==> src/rtl/assert_macros.svh <==
// Assertion macros used by the box filter RTL.
`ifndef ASSERT_MACROS_SVH
`define ASSERT_MACROS_SVH

// Plain property check, sampled at the rising clock edge, off during reset.
`define BF_ASSERT(lbl, clk, rst, prop, msg) \
  lbl: assert property (@(posedge clk) disable iff (rst) (prop)) else $error(msg);

// Same-cycle implication check.
`define BF_ASSERT_IMPL(lbl, clk, rst, ante, cons, msg) \
  lbl: assert property (@(posedge clk) disable iff (rst) (ante) |-> (cons)) \
    else $error(msg);

`endif

==> src/rtl/bf5_pkg.sv <==
// Shared types and constants of the 5x5 box filter.
`default_nettype none

package bf5_pkg;

  localparam int PIX_W     = 8;
  localparam int COORD_W   = 12;
  localparam int CFG_W     = 13;
  localparam int VSUM_W    = 11;   // five 8-bit samples
  localparam int TOTAL_W   = 13;   // 25 samples, at most 6375
  localparam int BORDER    = 2;

  // floor(x / 25) == (x * 5243) >> 17 for every x up to 6375
  localparam int RECIP_SHIFT = 17;
  localparam int PROD_W      = 26;
  localparam logic [TOTAL_W-1:0] RECIP_25 = 13'd5243;

  localparam logic [CFG_W-1:0] WIDTH_RESET  = 13'd640;
  localparam logic [CFG_W-1:0] HEIGHT_RESET = 13'd480;

  // register index codes (paddr[2])
  localparam logic REG_WIDTH  = 1'b0;
  localparam logic REG_HEIGHT = 1'b1;

  localparam int Q_DEPTH = 4;
  localparam int Q_AW    = $clog2(Q_DEPTH);
  localparam int Q_LW    = $clog2(Q_DEPTH + 1);

  typedef enum logic {
    OP_PIXEL = 1'b0,
    OP_DRAIN = 1'b1
  } op_t;

  typedef struct packed {
    logic                pix;        // shifts the column sums
    logic                emit;       // produces a result beat
    logic                interior;   // window fully inside the image
    logic                frame_end;
    logic [COORD_W-1:0]  col;
    logic [COORD_W-1:0]  row;
    logic [VSUM_W-1:0]   vsum;
  } bf5_entry_t;

  typedef struct packed {
    logic            empty;
    logic            full;
    logic [Q_LW-1:0] level;
  } bf5_q_stat_t;

endpackage

`default_nettype wire

==> src/rtl/bf5_fifo.sv <==
// Short queue of work entries between front and back end.
`default_nettype none

module bf5_fifo (
  input  wire logic                 clk,
  input  wire logic                 rst,
  input  wire logic                 push,
  input  wire bf5_pkg::bf5_entry_t  push_entry,
  input  wire logic                 pop,
  output bf5_pkg::bf5_entry_t       pop_entry,
  output bf5_pkg::bf5_q_stat_t      stat
);
  import bf5_pkg::*;

  bf5_entry_t      slots [Q_DEPTH];
  logic [Q_AW-1:0] wr_ptr;
  logic [Q_AW-1:0] rd_ptr;
  logic [Q_LW-1:0] level;
  logic            do_push, do_pop;

  assign stat.level = level;
  assign stat.empty = (level == '0);
  assign stat.full  = (level == Q_LW'(Q_DEPTH));
  assign pop_entry  = slots[rd_ptr];

  assign do_push = push && !stat.full;
  assign do_pop  = pop && !stat.empty;

  always_ff @(posedge clk) begin
    if (rst) begin
      wr_ptr <= '0;
      rd_ptr <= '0;
      level  <= '0;
    end else begin
      if (do_push) wr_ptr <= wr_ptr + Q_AW'(1);
      if (do_pop)  rd_ptr <= rd_ptr + Q_AW'(1);
      case ({do_push, do_pop})
        2'b10:   level <= level + Q_LW'(1);
        2'b01:   level <= level - Q_LW'(1);
        default: level <= level;
      endcase
    end
    if (do_push) begin
      slots[wr_ptr] <= push_entry;
    end
  end

endmodule

`default_nettype wire

==> config.mk <==
export PLATFORM = sky130hd
export DESIGN_NAME = bf5_fifo
export DESIGN_NICKNAME = d
export VERILOG_FILES = /design/src/rtl/assert_macros.svh /design/src/rtl/bf5_pkg.sv /design/src/rtl/bf5_fifo.sv
export SDC_FILE = /design/constraint.sdc
export NUM_CORES = 1
export LEC_CHECK = 0
export BUFFER_PORTS_ARGS = -buffer_cell sky130_fd_sc_hd__buf_2
export CORE_ASPECT_RATIO = 1.25
export CORE_MARGIN = 5
export CORE_UTILIZATION = 45
export DETAILED_ROUTE_END_ITERATION = 7
export GPL_TIMING_DRIVEN = 0
export PLACE_DENSITY_LB_ADDON = 0.25
export SYNTH_ARGS = -nofsm -noshare
export SYNTH_HDL_FRONTEND = slang
export SYNTH_SLANG_ARGS = --single-unit
==> constraint.sdc <==
create_clock -name clk -period 4.8 [get_ports clk]
set_input_delay 0.72 -clock clk [delete_from_list [all_inputs] [get_ports clk]]
set_output_delay 0.72 -clock clk [all_outputs]
set_load 0.1 [all_outputs]
==> flow_summary.ini <==
[yosys]
syn_nets = 306
synth_area_per_cell_sq_um = 23.7
synth_common_cells = edfxtp_1 (156), mux4_2 (39), dfxtp_1 (9), inv_1 (8)
async_reset_ff_share_pct = 0
ys_seq_area_share_pct = 79.9
synth_top_flop_cell = edfxtp_1
synth_cells = 257
synth_edf_count = 156
synth_top_area_share_pct = 76.9
netlist.top_cell.by_area = edfxtp_1
synth_most_common_cell = edfxtp_1
ys_warn_count = 0
syn-cell-area_sq_um = 6090
ys_top_cells_by_area = edfxtp_1 (77%), mux4_2 (14%), dfxtp_1 (3.0%)
yosysUniqueCellTypes = 24
synth_seq_cells = 165

[worst_setup_path]
end_kind = primary output
cp.required_ps = 4080
crit_path_max_fanout = 10
rr_worst_depth = 9
crit_arrival_ps = 2090
crit_type = reg2out
critPathLaunchType = flip-flop

[global_routing]
grt_remaining_overflow = 0
first_global_vias = 3052
grt_usage_pct = 14.0
grt_max_degree = 30
grt_antenna_before_repair = 0
grt_pass1_wl_um = 16500

[sta]
rsz0062_at_grt = no
fmax_mhz = 356
period_needed_ps = 2810
setup_violations = 0
slew_headroom_pct = 54.8
setup_tns_ps = 0
fin_crit_sh_pct = 58.5
worst_pin_slew_ps = 678
worst_clock_skew_ps = 7.49
finalHoldViolCount = 0
timing_max_transition_violations_final = 0

[routing]
vias_per_cell = 5.15
drc = 0
drt_iter0_markers = 126
wl_per_cell_um = 19.1
dr.pass1.iters = 4
ant_nets = 0
wl_um = 10500
vias = 2829

[worst_hold_path]
min_path_type = reg2reg
holdPathStages = 2

[placement]
gp_congestion = 0.734
hpwl_um = 6680
port-buffer-count = 85

[cells_and_area]
syn_to_final_growth_pct = 21.1
final_layout_size_suffix_gt1_share_pct = 45.2
diodes = 0
num-nets-final = 414

[floorplanning]
die_h_um = 140
die-area_sq_um = 16000
num_io_pins = 87
initial_core_util_pct = 45.8
rows = 47
die_w_um = 114
core_area_sq_um = 13300

[clocking]
cts_hold_buf = 0
clock_latency_ps = 410
postCtsResizedCells = 0
numCtsBuffers = 17
clk_pin_slew_worst_paths_ps = 60
htree_levels = 4
clockRootBuffer = clkbuf_16
cts_sinks = 165
cts_setup_buffers = 0
clk_path_buf_depth = 2
cts_tree = done

[job]
cap_violations = 0

[run_status]
status = finished, final reports clean
==> layer usage <==
metal / vias to the layer above / track usage [%] / wire (um)
met5: - / 0 / 0
met4: 0 / 5.88 / 189
met3: 12 / 4.01 / 446
met2: 70 / 22.9 / 5530
met1: 1464 / 17.5 / 4320
li1: 1283 / - / -
==> through the flow <==
step | setup slack [ps] | instance area [sq um] | std cells | hold slack [ps] | util [%]
detailed placement | 2360 | 6820 | 517 | 507 | 51.3
finish | 1990 | 7380 | 549 | 509 | 55.5
global route | 1860 | 7380 | 549 | 505 | 55.5
floorplan | 910 | 6100 | 257 | 459 | -
CTS | 1940 | 7380 | 549 | 501 | 55.5
global placement | 1560 | 6740 | 513 | 474 | 50.7
==> placed cells by master (no fill, tap or decap), types with 4 or more instances in the layout <==
master      count
mux4_2         39
buf_2          87
and2_2          4
inv_1           8
ha_1            5
buf_12          4
edfxtp_1      156
clkbuf_16      17
nor2_1          5
clkinvlp_4      5
a21oi_1         4
dfxtp_1         9
inv_6           5
==> state kept, by name, indices dropped and copies added, names as in the netlist, named ones only <==
register and cells:
slots 156, level 3, rd_ptr 2, wr_ptr 2
==> critical path, cell delays in order, from the launching register on <==
cell      delay, ps
dfxtp_1         360
clkbuf_1        540
mux4_2          350
buf_2           430
==> cell families after synthesis <==
| family | Yosys count | share of synthesized area [%] |
|---|---|---|
| flops | 165 | 79.9 |
| mux | 40 | 14.6 |
| simple gates | 18 | 1.60 |
| buf+inv | 17 | 1.46 |
| compound gates | 8 | 0.698 |
| fa+ha+maj | 6 | 1.36 |
| xor+xnor | 3 | 0.431 |
==> final timing paths <==
check / startpoint / end / slack, ps
min reg2reg: rd_ptr[1]$_SDFFE_PP0P_ / rd_ptr[1]$_SDFFE_PP0P_ / 510
max reg2reg: level[2]$_SDFFE_PP0P_ / level[2]$_SDFFE_PP0P_ / 2640
max: flip-flop / pop_entry[35] / 1990
min: rd_ptr[1]$_SDFFE_PP0P_ / rd_ptr[1]$_SDFFE_PP0P_ / 510
==> cell type report <==
| class | count | area [sq um] |
|---|---|---|
| fill | 1061 | 5910 |
| buffer | 9 | 58.8 |
| inverter | 8 | 30.0 |
| timing repair buffer | 89 | 505 |
| clock buffer | 17 | 425 |
| multi-input combinational | 75 | 1150 |
| sequential | 165 | 4860 |
| tap | 171 | 214 |
| clock inverter | 15 | 130 |
Power is left out: the tool's default activity adds up to more than one toggle a clock period on the data nets, which glitch-free logic cannot reach.
