--- src/rtl/assert_macros.svh ---
// Assertion macros used by the box filter RTL.
`ifndef ASSERT_MACROS_SVH
`define ASSERT_MACROS_SVH

// Plain property check, sampled at the rising clock edge, off during reset.
`define BF_ASSERT(lbl, clk, rst, prop, msg) \
  lbl: assert property (@(posedge clk) disable iff (rst) (prop)) else $error(msg);

// Same-cycle implication check.
`define BF_ASSERT_IMPL(lbl, clk, rst, ante, cons, msg) \
  lbl: assert property (@(posedge clk) disable iff (rst) (ante) |-> (cons)) \
    else $error(msg);

`endif

--- src/rtl/bf5_pkg.sv ---
// Shared types and constants of the 5x5 box filter.
`default_nettype none

package bf5_pkg;

  localparam int PIX_W     = 8;
  localparam int COORD_W   = 12;
  localparam int CFG_W     = 13;
  localparam int VSUM_W    = 11;   // five 8-bit samples
  localparam int TOTAL_W   = 13;   // 25 samples, at most 6375
  localparam int BORDER    = 2;

  // floor(x / 25) == (x * 5243) >> 17 for every x up to 6375
  localparam int RECIP_SHIFT = 17;
  localparam int PROD_W      = 26;
  localparam logic [TOTAL_W-1:0] RECIP_25 = 13'd5243;

  localparam logic [CFG_W-1:0] WIDTH_RESET  = 13'd640;
  localparam logic [CFG_W-1:0] HEIGHT_RESET = 13'd480;

  // register index codes (paddr[2])
  localparam logic REG_WIDTH  = 1'b0;
  localparam logic REG_HEIGHT = 1'b1;

  localparam int Q_DEPTH = 4;
  localparam int Q_AW    = $clog2(Q_DEPTH);
  localparam int Q_LW    = $clog2(Q_DEPTH + 1);

  typedef enum logic {
    OP_PIXEL = 1'b0,
    OP_DRAIN = 1'b1
  } op_t;

  typedef struct packed {
    logic                pix;        // shifts the column sums
    logic                emit;       // produces a result beat
    logic                interior;   // window fully inside the image
    logic                frame_end;
    logic [COORD_W-1:0]  col;
    logic [COORD_W-1:0]  row;
    logic [VSUM_W-1:0]   vsum;
  } bf5_entry_t;

  typedef struct packed {
    logic            empty;
    logic            full;
    logic [Q_LW-1:0] level;
  } bf5_q_stat_t;

endpackage

`default_nettype wire

--- src/rtl/bf5_back.sv ---
// Back end: column sums, window total, divide by 25, output register.
`default_nettype none

module bf5_back (
  input  wire logic                 clk,
  input  wire logic                 rst,
  input  wire bf5_pkg::bf5_entry_t  q_entry,
  input  wire bf5_pkg::bf5_q_stat_t q_stat,
  output logic                      pop,
  output logic                      m_tvalid,
  input  wire logic                 m_tready,
  output logic [31:0]               m_tdata,
  output logic                      m_tlast
);
  import bf5_pkg::*;

  localparam int COLS = 4;

  logic [VSUM_W-1:0]  csum [COLS];   // last four column sums
  logic [TOTAL_W-1:0] total;
  logic               a_valid, b_valid;
  bf5_entry_t         a_meta, b_meta;
  logic [PROD_W-1:0]  prod;
  logic               adv;
  logic [TOTAL_W-1:0] total_next;

  assign adv = !m_tvalid || m_tready;
  assign pop = adv && !q_stat.empty;

  assign total_next = TOTAL_W'(csum[0]) + TOTAL_W'(csum[1]) + TOTAL_W'(csum[2]) +
                      TOTAL_W'(csum[3]) + TOTAL_W'(q_entry.vsum);

  always_ff @(posedge clk) begin
    if (rst) begin
      a_valid  <= 1'b0;
      b_valid  <= 1'b0;
      m_tvalid <= 1'b0;
      total    <= '0;
      for (int i = 0; i < COLS; i++) begin
        csum[i] <= '0;
      end
    end else if (adv) begin
      a_valid  <= pop;
      b_valid  <= a_valid;
      m_tvalid <= b_valid && b_meta.emit;
      if (pop && q_entry.pix) begin
        for (int i = 0; i < COLS - 1; i++) begin
          csum[i] <= csum[i+1];
        end
        csum[COLS-1] <= q_entry.vsum;
        total        <= total_next;
      end
    end
    if (adv) begin
      a_meta  <= q_entry;
      b_meta  <= a_meta;
      prod    <= PROD_W'(total) * PROD_W'(RECIP_25);
      m_tdata <= {b_meta.row, b_meta.col,
                  b_meta.interior ? prod[RECIP_SHIFT +: PIX_W] : PIX_W'(0)};
      m_tlast <= b_meta.frame_end;
    end
  end

endmodule

`default_nettype wire

--- config.mk ---
export PLATFORM = sky130hd
export DESIGN_NAME = bf5_back
export DESIGN_NICKNAME = d
export VERILOG_FILES = /design/src/rtl/assert_macros.svh /design/src/rtl/bf5_pkg.sv /design/src/rtl/bf5_back.sv
export SDC_FILE = /design/constraint.sdc
export NUM_CORES = 1
export LEC_CHECK = 0
export BUFFER_PORTS_ARGS = -buffer_cell sky130_fd_sc_hd__buf_2
export CORE_UTILIZATION = 45
export CTS_BUF_LIST = sky130_fd_sc_hd__clkbuf_4 sky130_fd_sc_hd__clkbuf_8 sky130_fd_sc_hd__clkbuf_16
export DETAILED_ROUTE_END_ITERATION = 8
export GPL_ROUTABILITY_DRIVEN = 0
export HOLD_SLACK_MARGIN = 0.06
export SLEW_MARGIN = 40
export SYNTH_ARGS = -nofsm -noshare
export SYNTH_HDL_FRONTEND = slang
export SYNTH_SLANG_ARGS = --single-unit
--- constraint.sdc ---
create_clock -name clk -period 5.6 [get_ports clk]
set_clock_uncertainty 0.05 [all_clocks]
set_input_delay 0.56 -clock clk [delete_from_list [all_inputs] [get_ports clk]]
set_output_delay 0.56 -clock clk [all_outputs]
set_load 0.01 [all_outputs]
==> results.md, run 1 <==
- Flop pwr share: 29.7%
- Hold Crit Start: q_entry[21]
- H-tree levels: 4
- Top_reg_cell synth: edfxtp_1
- Post-synthesis sequential area ratio: 47.8%
- Post-route cell area: 0.0107 sq mm
- Avg Inst Size Synth: 13.8 sq um
- Max Cap Viol: 0
- # clock sinks: 155
- Core Util, Final: 52.6%
- Detailed-route DRC error count: 0
- Final setup vio count: 0
- CTS tree: done
- Final hold viol count: 0
- Drt pass-1 iters: 4
- Async SR Flop Fraction: 0%
- DRT Wirelength: 15500 microns
- Slowest CP cell: dfxtp_1
- Syn Nets: 919
- Leak pwr: 4.96 nW
- Crit-path cells: fa_1, ha_1, inv_1, fa_1, inv_1, fa_1, inv_1, fa_1, inv_1, ha_1, a21oi_2, o211ai_2, a31o_1, a221oi_2, o21bai_1, xor2_1
- Die W: 147 microns
- Worst r2r dst: prod[21]$_DFFE_PN_
- Final Max Tran Viols: 0
- CTS resizes: 0
- Final nets: 1009
- Max Clock Freq: 201 MHz
- Total track usage: 15.8%
- Placed inst area: 0.0101 sq mm
- Clock Power Share: 22.4%
- Die area: 0.0215 sq mm
- GRT overflow: 0
- Vias in the first global route: 5418
- EDFF count, synth: 139
- Mapped Cells: 680
- Root buffer cell: clkbuf_16
- Layout cells sized above 1: 15.8%
- Hold EP: a_meta[21]$_DFFE_PN_
- Total core area: 0.0204 sq mm
- Critical Path RT: 5.72 ns
- YS warnings: 0
- Synth top area share: 44.4%
- Setup crit start kind: flop
- Commonest non-fill, non-tap cell in the layout: edfxtp_1
- Post-DRT Antenna Nets: 0
- Pre-CTS worst setup slack: 0.599 ns
- Fillers: 1708
- Synth Cell Area: 0.00940 sq mm
- Hold Path Class: in -> reg
- Largest cells by area after synthesis: edfxtp_1 44%, fa_1 19%, ha_1 14%
- Max incr delay on CP: 0.61 ns
- First-pass GRT wire length: 26400 microns
- CP max FO: 8
- Combinational share of power: 47.9%
- Worst setup EP type: flop
- Relative slew margins: 53.7%
- Commonest cells after routing, fill and taps aside: 139 x edfxtp_1, 104 x inv_1, 104 x ha_1
- Hold_buf cts: 0
- Io pins: 82
- Top delay family on crit path: adder cells
- Initial Util: 46.2%
- Largest net degree at the start of global routing: 96
- Max IR drop VDD: 0.242 mV
- Vias: 5193
- RSZ-0062 raised after global routing: no
- DRT iter0 DRCs: 213
- Critical path buffers and inverters: 4
- Clk buf depth: 2
- Setup_tns: 0 ns
- WHS Path Cells: 1
- DP Cell Count: 1021
- DR WL/cell: 14.7 microns
- Row Count: 52
- Fin crit period: 4.98 ns
- IO Port Bufs: 77
- Skew-Pair Late Insertion Delay: 0.42 ns
- Postcts setup bufs: 0
- Vias/cell: 4.93
- R2R Setup Slk: 0.62 ns
- Tcrit/Tclk final: 89.0%
- Setup Crit Path Kind: reg -> reg
- P_int: 2.98 mW
- Yosys top cell by area: edfxtp_1
- Post-Layout Cell Count: 1053
- Power per cell area: 466 mW/mm^2
- Count of different cell masters after synthesis: 55
- WP data arrival: 5.10 ns
- Switching power: 2.01 mW
- Die Y-Extent: 147 microns
- Synth-to-layout area growth: 13.9%
- Worst Reg2Reg Path Length in Cells: 16
- Status: complete, no violations
- Switch share: 40.3%
- Post-route setup slack: 0.618 ns
- Worst r2r src: total[10]$_SDFFE_PP0P_
- Yosys reg bits: 155
- Worst hold slack: 0.261 ns
- ANT cells: 0
- PnR Total Power: 5.00 mW
- Number of antenna violations at the first check in global routing: 0
- Worst slew pin tran: 0.695 ns
- CTS Buf Count: 17
- Reg clk slew, reported paths: 0.07 ns
- HPWL after detailed placement: 12300 microns
[worst register-to-register path: stages, from the launching register on]
cell and delay, ns:
dfxtp_1 0.61, fa_1 0.51, ha_1 0.30, inv_1 0.05
fa_1 0.48, inv_1 0.06, fa_1 0.53, inv_1 0.06
fa_1 0.53, inv_1 0.04, ha_1 0.35, a21oi_2 0.19
o211ai_2 0.11, a31o_1 0.22, a221oi_2 0.38, o21bai_1 0.12
xor2_1 0.15
[power by group through the flow]
stage	clock network, mW	logic (mW)	registers (mW)
final	1.12	2.39	1.48
after global routing	1.20	2.81	1.50
after CTS	1.16	2.43	1.49
after detailed placement	0	2.40	1.51
after global placement	0	2.34	1.51
after floorplan	0	1.85	1.50
[registers in the layout, summed over array words and instances (netlist names)]
signal / count
a_valid: 1
b_valid: 1
a_meta: 27
m_tvalid: 1
prod: 8
total: 13
m_tdata: 32
m_tlast: 1
b_meta: 27
csum: 44
[routing by layer]
| layer | wire length, microns | share of wire, % | vias to the layer above | GRT usage, % |
|---|---|---|---|---|
| met5 | 0 | 0 | - | 0 |
| met4 | 236 | 1.5 | 0 | 5.57 |
| met3 | 564 | 3.6 | 19 | 2.75 |
| met2 | 7640 | 49 | 93 | 26.1 |
| met1 | 7080 | 46 | 2554 | 21.0 |
| li1 | - | - | 2527 | - |
[area by class of cell]
class,instances,area [sq um],area share (%)
flip-flops and latches,155,4490,42.0
multi-input cells,411,4470,41.8
clock buffers,17,425,3.97
repair buffers,79,407,3.80
inverters,106,402,3.75
well taps,270,338,3.15
clock inverters,15,170,1.59
[cells by family (layout without fill, tap and decap cells)]
kind of cell | count (synthesis) | after routing | share of synthesized area (%)
xor gates and xnor gates | 19 | 19 | 1.77
buffers and inverters | 114 | 217 | 4.63
AOI/OAI and AO/OA | 82 | 82 | 6.08
adders and majority gates | 192 | 192 | 32.6
and+or+nand+nor | 117 | 117 | 7.03
DFF | 155 | 155 | 47.8
muxes | 1 | 1 | 0.106
[worst max-delay path by stage]
stage / from / endpoint / depth (start not counted)
2_1_floorplan: total[10]$_SDFFE_PP0P_ / prod[21]$_DFFE_PN_ / 16
3_3_place_gp: total[10]$_SDFFE_PP0P_ / prod[21]$_DFFE_PN_ / 16
3_5_place_dp: total[10]$_SDFFE_PP0P_ / prod[21]$_DFFE_PN_ / 16
4_1_cts: total[10]$_SDFFE_PP0P_ / prod[21]$_DFFE_PN_ / 16
5_1_grt: total[10]$_SDFFE_PP0P_ / prod[24]$_DFFE_PN_ / 16
6_report: total[10]$_SDFFE_PP0P_ / prod[21]$_DFFE_PN_ / 16
[cells in the mapped netlist (2+ instances only)]
cell type / count
edfxtp_1: 139
inv_1: 105
ha_1: 104
fa_1: 88
and2_1: 52
nand2_1: 22
a21oi_1: 20
dfxtp_1: 16
o21ai_0: 15
xnor2_1: 11
nor2_1: 10
xor2_1: 8
clkbuf_1: 7
o22ai_1: 6
a21o_1: 5
nand3_1: 5
nor2b_1: 5
nand2b_1: 4
o21a_1: 4
a211oi_1: 3
and3_1: 3
nand4_1: 3
nor3_1: 3
o211ai_1: 3
a21oi_2: 2
a221oi_2: 2
a31oi_1: 2
nand3b_1: 2
nor3b_1: 2
o21ai_1: 2
o21bai_1: 2
o221ai_1: 2
(Power assumes the default switching activity.)
==> inputs of run 2 (changes only) <==
- clock period: 5.6 -> 5.65 ns (I/O delays scaled with it)
==> run 2 against run 1 <==
Net effect:
- sequential power barely moved
- combinational power barely moved
- clock power barely moved
- largest power group unchanged
- cell count did not move
- maximum frequency rose by 0.24%
- critical endpoint is now prod[22]$_DFFE_PN_
- critical path type unchanged
- register-to-register slack improved by 0.06 ns
- largest cell class unchanged
==> results.md, run 2 (same netlist as run 1, synthesis figures left out) <==
- Max IR drop VDD: 0.215 mV (-11%)
- Power per cell area: 462 mW/mm^2 (-1.0%)
- CTS Buf Count: 17 (unchanged)
- Initial Util: 46.2% (unchanged)
- Flop pwr share: 29.7% (about the same)
- HPWL after detailed placement: 12100 microns (-0.97%)
- RSZ-0062 raised after global routing: no
- Critical path buffers and inverters: 2 (-2)
- Placed inst area: 0.0101 sq mm (unchanged)
- DP Cell Count: 1021 (unchanged)
- Die area: 0.0215 sq mm (unchanged)
- DRT Wirelength: 15400 microns (-0.77%)
- Post-route cell area: 0.0107 sq mm (about the same)
- H-tree levels: 4 (unchanged)
- Combinational share of power: 47.7% (-0.2 points)
- Hold_buf cts: 0 (unchanged)
- GRT overflow: 0 (unchanged)
- Fin crit period: 4.97 ns (-0.0121 ns)
- Total track usage: 15.5% (-0.24 points)
- CP startpoint: total[10]$_SDFFE_PP0P_
- Setup crit start kind: flop
- DR WL/cell: 14.6 microns (-0.77%)
- First-pass GRT wire length: 25800 microns (-2.0%)
- Largest net degree at the start of global routing: 96 (unchanged)
- Vias in the first global route: 5349 (-1.3%)
- Tcrit/Tclk final: 88.0% (-1.0 points)
- Leak pwr: 4.95 nW (about the same)
- Synth-to-layout area growth: 14.0% (about the same)
- Postcts setup bufs: 0 (unchanged)
- Commonest non-fill, non-tap cell in the layout: edfxtp_1
- CP most frequent cell: fa_1
- Post-Layout Cell Count: 1053 (unchanged)
- Worst slew pin tran: 0.676 ns (-0.0194 ns)
- Total core area: 0.0204 sq mm (unchanged)
- Relative slew margins: 55.0% (+1.3 points)
- Final nets: 1009 (unchanged)
- Layout cells sized above 1: 15.8% (unchanged)
- Final Max Tran Viols: 0 (unchanged)
- Clk buf depth: 2 (unchanged)
- Worst r2r src: total[10]$_SDFFE_PP0P_
- Crit-path cells: fa_1, ha_1, fa_1, fa_1, inv_1, fa_1, inv_1, ha_1, a21oi_1, o21a_1, o211ai_1, a221o_1, a21boi_1, xnor2_1
- Reg with most FFs: csum
- Commonest cells after routing, fill and taps aside: 139 x edfxtp_1, 104 x inv_1, 104 x ha_1
- Final setup vio count: 0 (unchanged)
- Switching power: 1.99 mW (-1.1%)
- Hold Path Class: in -> reg
- Die W: 147 microns (unchanged)
- ANT cells: 0 (unchanged)
- Worst setup EP type: flop
- Vias: 5162 (-0.60%)
- Top delay family on crit path: adder cells
- CTS tree: done
- P_int: 2.95 mW (-0.94%)
- Slowest CP cell: dfxtp_1
- Max Cap Viol: 0 (unchanged)
- Vias/cell: 4.90 (-0.60%)
- # clock sinks: 155 (unchanged)
- Switch share: 40.3% (about the same)
- Top Registers: csum: 44 flops, m_tdata: 32 flops
- Core Util, Final: 52.6% (about the same)
- Post-DRT Antenna Nets: 0 (unchanged)
- Setup Crit Path Kind: reg -> reg
- Final hold viol count: 0 (unchanged)
- Max Clock Freq: 201 MHz (+0.24%)
- Number of antenna violations at the first check in global routing: 0 (unchanged)
- Die Y-Extent: 147 microns (unchanged)
- DRT iter0 DRCs: 189 (-11%)
- IO Port Bufs: 77 (unchanged)
- Skew-Pair Late Insertion Delay: 0.42 ns (about the same)
- Status: complete, no violations
- Setup_tns: 0 ns (unchanged)
- Detailed-route DRC error count: 0 (unchanged)
- CTS resizes: 0 (unchanged)
- CP max FO: 8 (unchanged)
- Root buffer cell: clkbuf_16
- Io pins: 82 (unchanged)
- Row Count: 52 (unchanged)
- WP data arrival: 5.10 ns (about the same)
- Number of flip-flops in the largest register: 44 (unchanged)
- Clock Power Share: 22.5% (about the same)
- Max incr delay on CP: 0.62 ns (about the same)
- Critical Path RT: 5.78 ns (+0.06 ns)
- Reg clk slew, reported paths: 0.07 ns (about the same)
- Hold Crit Start: q_entry[21]
- Drt pass-1 iters: 6 (+2)
-- run 2: final timing paths --
check | to | slack, ns | depth (start not counted)
setup / recovery | prod[22]$_DFFE_PN_ | 0.68 | 14
hold / removal | a_meta[21]$_DFFE_PN_ | 0.26 | 1
setup reg to reg | prod[22]$_DFFE_PN_ | 0.68 | 14
hold reg to reg | m_tdata[10]$_DFFE_PN_ | 0.37 | 0
-- run 2: cell type report --
cell class              instances  area [sq um]
fillers                      1710          9650
inverters                     106           402
multi-input cells             411          4470
clock buffers                  17           425
well taps                     270           338
flip-flops and latches        155          4490
clock inverters                15           175
repair buffers                 79           407
-- run 2: power groups by stage --
stage	Clock, mW	Sequential, mW	Combinational, mW
6_report	1.11	1.47	2.36
4_1_cts	1.15	1.47	2.40
2_1_floorplan	0	1.49	1.83
3_3_place_gp	0	1.50	2.32
3_5_place_dp	0	1.50	2.36
5_1_grt	1.19	1.49	2.75
-- run 2: per-layer routing --
| metal | vias up | part of all wire, % | track usage (%) |
|---|---|---|---|
| met4 | 0 | 1.4 | 5.78 |
| met3 | 15 | 4.0 | 3.00 |
| li1 | 2527 | - | - |
| met2 | 98 | 50 | 25.7 |
| met1 | 2522 | 45 | 20.4 |
| met5 | - | 0 | 0 |
-- run 2: worst reg2reg max path, cell delays in order (launching register included) --
cell	delay, ns
dfxtp_1	0.62
fa_1	0.52
ha_1	0.34
fa_1	0.48
fa_1	0.56
inv_1	0.06
fa_1	0.52
inv_1	0.04
ha_1	0.34
a21oi_1	0.23
o21a_1	0.17
o211ai_1	0.11
a221o_1	0.44
a21boi_1	0.18
xnor2_1	0.08
-- run 2: per-stage QoR --
stage	hold WS, ns	total power [mW]	setup slack, ns
global route	0.239	5.43	0.418
detailed placement	0.356	3.86	0.664
finish	0.265	4.95	0.680
CTS	0.243	5.02	0.649
global placement	0.351	3.81	0.692
floorplan	0.350	3.32	0.961
==> inputs of run 3 (changes only) <==
- PLACE_DENSITY: default -> 0.65
- clock period: 5.65 -> 4.2 ns (I/O delays scaled with it)
==> run 3 against run 2 <==
Net effect:
- largest cell class is now multi-input gates
- the flow now finishes with violations (negative setup slack)
- first-iteration DRC count grew 15%
- critical path depth grew 3
- combinational power grew 100%
- final area grew 9.5%
- via count grew 5.9%
- hold slack lost 0.15 ns
==> results.md, run 3 (same netlist as run 1, synthesis figures left out) <==
- Status: finished with violations
- Failing checks: negative setup slack
- Final nets: 1081 (+7.1%)
- Layout cells sized above 1: 31.6% (+16 points)
- ANT cells: 0 (unchanged)
- H-tree levels: 4 (unchanged)
- Reg clk slew, reported paths: 0.07 ns (about the same)
- Hold Path Class: in -> reg
- Clk buf depth: 2 (unchanged)
- Io pins: 82 (unchanged)
- Pre-CTS worst setup slack: -0.312 ns (-0.976 ns)
- Synth-to-layout area growth: 24.8%
- Met1 Resource Use GR: 21.6% (+1.3 points)
- DRT Wirelength: 16800 microns (+9.4%)
- Die Y-Extent: 147 microns (unchanged)
- Post-DRT Antenna Nets: 0 (unchanged)
- Number of antenna violations at the first check in global routing: 0 (unchanged)
- Max Cap Viol: 0 (unchanged)
- Post-route cell area: 0.0117 sq mm (+9.5%)
- GRT overflow: 0 (unchanged)
- Total core area: 0.0204 sq mm (unchanged)
- Final Max Tran Viols: 0 (unchanged)
- Vias: 5465 (+5.9%)
- Initial Util: 46.2% (unchanged)
- Setup crit start kind: flop
- Number of flip-flops in the largest register: 44 (unchanged)
- Post-Layout Cell Count: 1125 (+6.8%)
- DP Cell Count: 1080 (+5.8%)
- DR WL/cell: 15.0 microns (+2.4%)
- RSZ-0062 raised after global routing: yes
- Max Clock Freq: 225 MHz (+12%)
- Row Count: 52 (unchanged)
- Met2 usage: 28.5% (+2.9 points)
- Worst setup EP type: flop
- Vias in the first global route: 5971 (+12%)
- Detailed-route DRC error count: 0 (unchanged)
- Reg with most FFs: csum
- Final hold viol count: 0 (unchanged)
- Leak pwr: 5.31 nW (+7.3%)
- First-pass GRT wire length: 28300 microns (+9.3%)
- Vias/cell: 4.86 (-0.91%)
- Top Registers: csum: 44 flops, m_tdata: 32 flops
- Placed inst area: 0.0107 sq mm (+5.5%)
- Commonest cells after routing, fill and taps aside: 139 x edfxtp_1, 86 x inv_1, 84 x fa_1
- Critical Path RT: 4.32 ns (-1.46 ns)
- Root buffer cell: clkbuf_16
- Die area: 0.0215 sq mm (unchanged)
- Power per cell area: 705 mW/mm^2 (+53%)
- HPWL after detailed placement: 12700 microns (+4.6%)
- Die W: 147 microns (unchanged)
- Commonest non-fill, non-tap cell in the layout: edfxtp_1
- Drt pass-1 iters: 4 (-2)
- WP data arrival: 4.56 ns (-0.54 ns)
- CP max FO: 5 (-3)
- Max IR drop VDD: 0.455 mV (+110%)
- DRT iter0 DRCs: 217 (+15%)
- Worst slew pin tran: 0.764 ns (+0.0884 ns)
- Post-route setup slack: -0.236 ns (-0.916 ns)
- Setup Crit Path Kind: reg -> reg
- Tcrit/Tclk final: 106% (+18 points)
- Met3 Resource Use GR: 3.50% (+0.50 points)
- Fin crit period: 4.44 ns (-0.534 ns)
- Relative slew margins: 49.1% (-5.9 points)
- CTS tree: done
- CTS Buf Count: 17 (unchanged)
- IO Port Bufs: 77 (unchanged)
- Skew-Pair Late Insertion Delay: 0.43 ns (about the same)
- Total track usage: 16.8% (+1.3 points)
- Final setup vio count: 7 (+7)
- Gr busiest metal: met2
- # clock sinks: 155 (unchanged)
- Largest net degree at the start of global routing: 94 (-2.1%)
run 3: path summary, 6_finish.rpt:
path,endpoint,cells after the start,start,slack [ns]
max,prod[21]$_DFFE_PN_,17,total[11]$_SDFFE_PP0P_,-0.24
min,a_meta[26]$_DFFE_PN_,1,q_entry[26],0.11
max reg2reg,prod[21]$_DFFE_PN_,17,total[11]$_SDFFE_PP0P_,-0.24
min reg2reg,b_meta[21]$_DFFE_PN_,0,a_meta[21]$_DFFE_PN_,0.37
run 3: worst max-delay path, stage by stage, from the launching register on:
cell and delay, ns:
dfxtp_4 0.38, fa_1 0.47, ha_1 0.30, inv_2 0.04, fa_1 0.49, inv_2 0.04
fa_1 0.47, inv_1 0.05, fa_1 0.49, inv_2 0.05, ha_4 0.28, buf_6 0.11
nand3_4 0.07, nor3_4 0.22, nor3b_4 0.29, a221oi_4 0.11, o21bai_1 0.19, xor2_1 0.10
run 3: per-stage QoR:
stage	total power, mW	hold slack, ns	setup TNS [ns]	utilization (%)
3_5_place_dp	5.99	0.355	-1.82	52.4
3_3_place_gp	5.90	0.351	-1.42	52.3
6_report	8.27	0.114	-1.25	57.6
4_1_cts	7.99	0.0899	-1.42	56.6
5_1_grt	8.96	0.0892	-2.26	57.6
2_1_floorplan	4.78	0.350	-0.283	-
run 3: where the power goes:
group | switching (mW) | internal [mW] | total, mW
Clock | 0.719 | 0.803 | 1.52
Sequential | 0.104 | 1.87 | 1.98
Combinational | 2.50 | 2.27 | 4.77
Total | 3.32 | 4.95 | 8.27
run 3: repair_timing:
| item | 4_1_cts | 5_1_grt |
|---|---|---|
| hold buffers | 0 | 0 |
| setup buffers | 4 | 10 |
| resized for setup | 40 | 36 |
| setup endpoints to repair | 8 | 8 |
| pin swaps | 47 | 45 |
run 3: area by class of cell:
class	instances	area, sq um
inverter	106	407
clock inverter	15	170
clock buffer	17	425
tap	270	338
multi-input combinational	411	4900
timing repair buffer	151	960
sequential	155	4530
fill	1590	8630
run 3: routing by layer:
layer	wire length, microns	vias to the layer above
met5	0	-
met4	256	0
met3	582	21
met2	8400	101
met1	7600	2666
li1	-	2677
